==> src/rtl/wmf_pkg.sv <==
package wmf_pkg;

  localparam int MAX_WIDTH_DEF  = 1024;
  localparam int MAX_RADIUS_DEF = 3;

  localparam logic [10:0] WIDTH_RST  = 11'd640;
  localparam logic [15:0] HEIGHT_RST = 16'd480;
  localparam logic [1:0]  RADX_RST   = 2'd1;
  localparam logic [1:0]  RADY_RST   = 2'd1;

  localparam logic [1:0] CFG_IMG_WIDTH  = 2'd0;
  localparam logic [1:0] CFG_IMG_HEIGHT = 2'd1;
  localparam logic [1:0] CFG_RADIUS_X   = 2'd2;
  localparam logic [1:0] CFG_RADIUS_Y   = 2'd3;

  localparam logic REQ_PIXEL = 1'b0;
  localparam logic REQ_DRAIN = 1'b1;

  typedef struct packed {
    logic [7:0] red;
    logic [7:0] green;
    logic [7:0] blue;
  } pix_t;

  typedef struct packed {
    logic valid;
    pix_t pix;
  } cell_t;

endpackage

==> src/rtl/wmf_sort_cell.sv <==
module wmf_sort_cell #(
  parameter bit FIRST = 1'b0
) (
  input  logic          clk,
  input  logic          clear,
  input  logic          ins,
  input  wmf_pkg::pix_t x,
  input  wmf_pkg::cell_t prev,
  output wmf_pkg::cell_t self
);
  import wmf_pkg::*;

  cell_t self_next;

  function automatic logic [7:0] pick(logic own_valid, logic [7:0] own, logic [7:0] left,
                                      logic [7:0] xv);
    logic [7:0] res;
    res = own;
    if (!own_valid || xv < own) begin
      res = (FIRST || xv >= left) ? xv : left;
    end
    return res;
  endfunction

  always_comb begin
    self_next = self;
    if (FIRST || prev.valid) begin
      self_next.valid     = 1'b1;
      self_next.pix.red   = pick(self.valid, self.pix.red, prev.pix.red, x.red);
      self_next.pix.green = pick(self.valid, self.pix.green, prev.pix.green, x.green);
      self_next.pix.blue  = pick(self.valid, self.pix.blue, prev.pix.blue, x.blue);
    end
  end

  always_ff @(posedge clk) begin
    if (clear) begin
      self.valid <= 1'b0;
    end else if (ins) begin
      self <= self_next;
    end
  end
endmodule

==> src/rtl/wmf_sorter.sv <==
module wmf_sorter #(
  parameter int CELLS = 49
) (
  input  logic                     clk,
  input  logic                     clear,
  input  logic                     ins,
  input  wmf_pkg::pix_t            x,
  input  logic [$clog2(CELLS)-1:0] sel,
  output wmf_pkg::pix_t            median
);
  import wmf_pkg::*;

  cell_t chain [CELLS];

  for (genvar i = 0; i < CELLS; i++) begin : g_cell
    if (i == 0) begin : g_first
      wmf_sort_cell #(.FIRST(1'b1)) u_cell (
        .clk(clk), .clear(clear), .ins(ins), .x(x), .prev(chain[0]), .self(chain[0])
      );
    end else begin : g_rest
      wmf_sort_cell #(.FIRST(1'b0)) u_cell (
        .clk(clk), .clear(clear), .ins(ins), .x(x), .prev(chain[i-1]), .self(chain[i])
      );
    end
  end

  assign median = chain[sel].pix;
endmodule

==> config.mk <==
export PLATFORM = sky130hd
export DESIGN_NAME = wmf_sorter
export DESIGN_NICKNAME = d
export VERILOG_FILES = /design/src/rtl/wmf_pkg.sv /design/src/rtl/wmf_sort_cell.sv /design/src/rtl/wmf_sorter.sv
export SDC_FILE = /design/constraint.sdc
export NUM_CORES = 2
export LEC_CHECK = 0
export BUFFER_PORTS_ARGS = -buffer_cell sky130_fd_sc_hd__buf_4
export CORE_ASPECT_RATIO = 0.6
export CORE_UTILIZATION = 46
export DETAILED_ROUTE_END_ITERATION = 12
export SLEW_MARGIN = 25
export SYNTH_ARGS = -nofsm -noshare
export SYNTH_HDL_FRONTEND = slang
export SYNTH_SLANG_ARGS = --single-unit
==> constraint.sdc <==
create_clock -name clk -period 3.3 [get_ports clk]
set_input_delay 0.495 -clock clk [delete_from_list [all_inputs] [get_ports clk]]
set_output_delay 0.495 -clock clk [all_outputs]
set_load 0.005 [all_outputs]
==> Yosys cells after proc, flatten, opt, wreduce, memory -nomap -nowiden <==
Cells that the tools add are included.
{ "word_totals": {"reg_bits": 1225, "inputBits": 33, "output_inout_bits": 24, "wordCells": 1028} }
{ "op_classes": {"magnitude_cmp": 292, "muxes": 147, "n_bitwise": 2, "n_reduce_logical": 391} }
{ "ops": {"columns": ["cell", "n"], "rows": [
  ["$lt A8 B8 Y1", 147],
  ["$ge A8 B8 Y1", 144],
  ["$mux W8", 144],
  ["$reduce_and A4 Y1", 144],
  ["$bmux W25 S6", 1],
  ["$logic_or A1 B1 Y1", 147],
  ["$reduce_and A2 Y1", 48],
  ["$logic_not A1 Y1", 49],
  ["$mux W24", 2],
  ["$reduce_and A3 Y1", 3],
  ["$ge A7 B7 Y1 const B", 1],
  ["$not A6 Y7", 1],
  ["$not A1 Y1", 1]
]} }

==> Logic depth before layout (Yosys ltp) <==
{ "depth": {"depth_word": 4, "ltp_mapped": 10, "depth_no_buf": 8} }

==> By module <==
Synthesis repeated with hierarchy kept, for this count alone.
{ "unflattened": {"cells_unflattened": 10917, "hier_area_um2": 116272.8} }
{ "by_module_without_submodules": {"columns": ["mod", "n_inst", "cells_per_inst", "area_per_inst_um2", "seq_area_each_um2"], "rows": [
  ["wmf_sort_cell at g_cell[10].g_rest.u_cell ...", 48, 207, 2195.9, 740.7],
  ["wmf_sorter", 1, 877, 9550.4, 0.0],
  ["wmf_sort_cell at g_cell[0].g_first.u_cell", 1, 104, 1321.3, 740.7]
]} }

==> Worst setup path after synthesis <==
OpenSTA, ideal clock, no wires.
{ "synth_timing": {"path_kind": "input to register", "start": "input port x[8] (netlist name)", "end": "register g_cell[10].g_rest.u_cell.self[10] (netlist name) (enable)", "setup_ns": 0.375, "arrival_ns": 2.960, "t_required_ns": 2.925, "path_slack_ns": -0.035, "cell_stages": 9, "path_buffers": 1, "path_cell_list": "clkbuf_1 inv_1 ha_1 nor2b_1 o21a_1 o21ai_0 a21oi_1 or3_1 a21oi_1"} }
{ "synth_via": {"elab_chain_cells": 3} }
{ "synth_rtl": {"columns": ["element", "line", "source"], "rows": [
  ["start, declared", "wmf_sorter.sv:7", "input wmf_pkg::pix_t x,"],
  ["$lt A8 B8 Y1", "wmf_sort_cell.sv:19", "if (!own_valid || xv < own) begin"],
  ["$logic_or A1 B1 Y1", "wmf_sort_cell.sv:19", null],
  ["$reduce_and A4 Y1 (no source line)", null, null],
  ["end signal, assigned", "wmf_sort_cell.sv:39", "self <= self_next;"],
  ["end, declared", "wmf_sort_cell.sv:9", "output wmf_pkg::cell_t self"]
]} }
No other way between the ends.
A chain may end at the register's enable or synchronous reset.

==> results.ini <==
[die]
io_pins=57
die-area_sq_mm=0.1999
start_util_pct=46.30
row_count=126
core_sq_mm=0.1967
fp.dieW_um=576.5
die_h_um=346.7

[timing]
min_period_ns=3.355
hold_slack_ns=0.1404
tightest_slew_ns=0.9014
fin_setup_tns_ns=-0.1021
slew_headroom_pct=39.90
rsz0062_at_grt=true
setup_viol=3
finalCritPeriodShare_pct=101.7
worst_slack_ns=-0.05539
clock.fmax_ghz=0.2980
clock_skew_ns=0.04519
slew_viol_final=0
hold_viol_final=0

[synthesis]
ys.warnings.count=0
seq_area_frac_synth_pct=39.85
synth_edf_count=1176
synthArstFlopShare_pct=0
syn_avg_cell_area_sq_um=11.55
synth_cell_types=52
synth_seq_cells=1225
syn_area_sq_mm=0.09108
synth_fp_nets=9090
synth_ff_type=edfxtp_1
synthCells=7884

[final_layout]
area_delta_synth_final_pct=12.96
ff_latch_area_sq_mm=0.03629
drive_gt1_share_pct=26.98
final_cells=10920
fillers=16910
multi_input_area_sq_mm=0.04912
nNetsFinal=9403

[global_route]
grt_util_all_layers_pct=29.71
grt_overflow=0
grt_pass1_vias=64780
antenna_found_initial=13
grt_first_pass_wirelength_mm=440.3
grt_start_max_net_pins=55

[routing]
dr.pass1.iters=5
drc_errors=0
final_antenna_net_count=0
num_vias=66910
routed_wl_mm=301.5
first_iter_violations=8050
drt-vias-per-instance=6.127
wl_per_cell_um=27.61

[clock_tree]
cts_buffers=139
tritoncts=done
clk_latency_ns=0.82
cts.sinks=1225
hold_buffers=0
clockBufferDepth=4
clk_pin_slew_worst_paths_ns=0.06
cts-root-buf=clkbuf_16
htreeDepth=4

[critical_path]
crit_top_cell=buf_4
crit_path_max_fanout=16
cp.arrival_ns=2.86
worstPathCellList=buf_8, buf_12, buf_4, or2_2, buf_4, o22ai_1, nor3_1, o22a_1, buf_4
cp-end-kind=output port
cp.depth=9
crit_buf_inv=5
required_ns=2.80
cp_slowest_stage_delay_ns=0.60
worstRegToRegCells=9
critPathLaunchType=input pin
setup.worst_path.class=in2out
crit_slowest_cell=nor3_1
critical_path.top_delay_family=buffers and inverters

[power]
power.density_mw_per_mm2=377.2
vdd_drop_max_mv=0.3897
p_leak_nw=43.70

[hold_path]
hold_class=in2reg
holdPathStages=1

[placement]
hpwlAfterDp_mm=231.9
portBuffers=56
gp_congestion=0.9406
pre_cts_ws_ns=-0.1399
post-place-cells=10630

[run_status]
status=finished with violations
violations=setup timing

[job]
cap_violations=0

[where the power goes]
group	internal (mW)	switching, mW	total, mW
combinational	2.57	3.08	5.66
clock	9.14	6.89	16.0
sequential	17.1	0.0442	17.1
total	28.8	10.0	38.8
[through the flow]
step / power (mW) / util [%] / instance area, sq um
6_report: 38.80 / 52.29 / 102900
5_1_grt: 39.86 / 52.29 / 102900
4_1_cts: 38.81 / 52.17 / 102700
3_5_place_dp: 22.88 / 49.56 / 97500
3_3_place_gp: 22.72 / 49.56 / 97500
2_1_floorplan: 20.89 / - / 91100
[registers in the layout, summed over array words and instances, names as in the netlist]
name                        cells
g_cell.g_first.u_cell.self     25
g_cell.g_rest.u_cell.self    1200
[cells by family after synthesis]
kind of cell               synth area share, %
buffers and inverters                    6.787
muxes                                    21.92
and+or+nand+nor                          7.715
DFF                                      39.85
adders and majority gates                16.11
AOI/OAI and AO/OA                        7.617
[cell usage after synthesis, drive strengths merged (10+ instances only)]
cell | instances | area, sq um
nand4 | 287 | 1795
ha | 1173 | 14680
o22ai | 62 | 387.9
o22a | 11 | 96.34
mux2 | 1162 | 13090
dfxtp | 49 | 980.9
o221ai | 18 | 157.7
a21o | 159 | 1194
or3 | 142 | 888.4
buf | 197 | 1040
o211ai | 19 | 142.6
mux2i | 134 | 1341
a211oi | 12 | 90.09
a22oi | 10 | 75.07
edfxtp | 1176 | 35310
nor2b | 289 | 1808
a21oi | 520 | 2606
nand2 | 87 | 326.6
or4 | 141 | 1059
nor2 | 244 | 915.9
nor3 | 12 | 65.06
mux4 | 246 | 5540
o21ai | 157 | 785.8
inv | 1176 | 4414
nand2b | 11 | 68.82
clkbuf | 194 | 728.2
o21a | 141 | 1059
[worst register-to-register path: stages (launching register included)]
cell      delay (ns)
edfxtp_1        0.42
inv_1           0.07
ha_1            0.31
nor2b_1         0.14
o21a_1          0.16
o21ai_0         0.18
a21oi_1         0.12
or3_1           0.48
a21oi_1         0.42
buf_4           0.27
[placed cells by master (no fill, tap or decap), types with 80 or more instances in the layout]
cell	instances
edfxtp_1	1176
or4_1	141
nor2b_1	286
buf_12	80
mux2_2	1162
inv_1	1173
mux2i_1	110
ha_1	1173
o21a_1	141
a21o_1	159
nor2_1	236
a21oi_1	515
clkbuf_16	147
nand2_1	84
mux4_2	246
or3_1	141
o21ai_0	119
nand4_1	287
buf_4	472
[per-layer routing]
metal | GRT usage, % | part of all wire (%)
met4 | 6.608 | 2.3
met1 | 46.61 | 46
met3 | 10.02 | 14
met2 | 38.23 | 38
met5 | 0.9087 | 0.059
[layout make-up]
cell class / instances / area share, %
multi-input cells: 5092 / 47.74
flip-flops and latches: 1225 / 35.28
repair buffers: 563 / 5.184
inverters: 1176 / 4.301
clock buffers: 191 / 3.794
well taps: 2624 / 3.191
clock inverters: 48 / 0.5096
diodes: 1 / 0.002432
[worst paths after layout]
path                                                        from                                              to  slack [ns]
setup / recovery                                          sel[1]                                       median[1]       -0.06
hold / removal                                             x[13]     g_cell[0].g_first.u_cell.self[13]$_DFFE_PP_        0.14
setup reg to reg     g_cell[14].g_rest.u_cell.self[17]$_DFFE_PP_     g_cell[14].g_rest.u_cell.self[16]$_DFFE_PP_        0.40
hold reg to reg   g_cell[26].g_rest.u_cell.self[24]$_SDFFE_PP0P_  g_cell[26].g_rest.u_cell.self[24]$_SDFFE_PP0P_        0.53
[timing repair]
action | in CTS | in global routing
setup endpoints to repair | 19 | 17
setup buffers | 43 | 14
pin swaps | 9 | 15
gates cloned | 1 | 0
resized for setup | 69 | 33
Note: power is estimated with default switching activity, not from simulation.
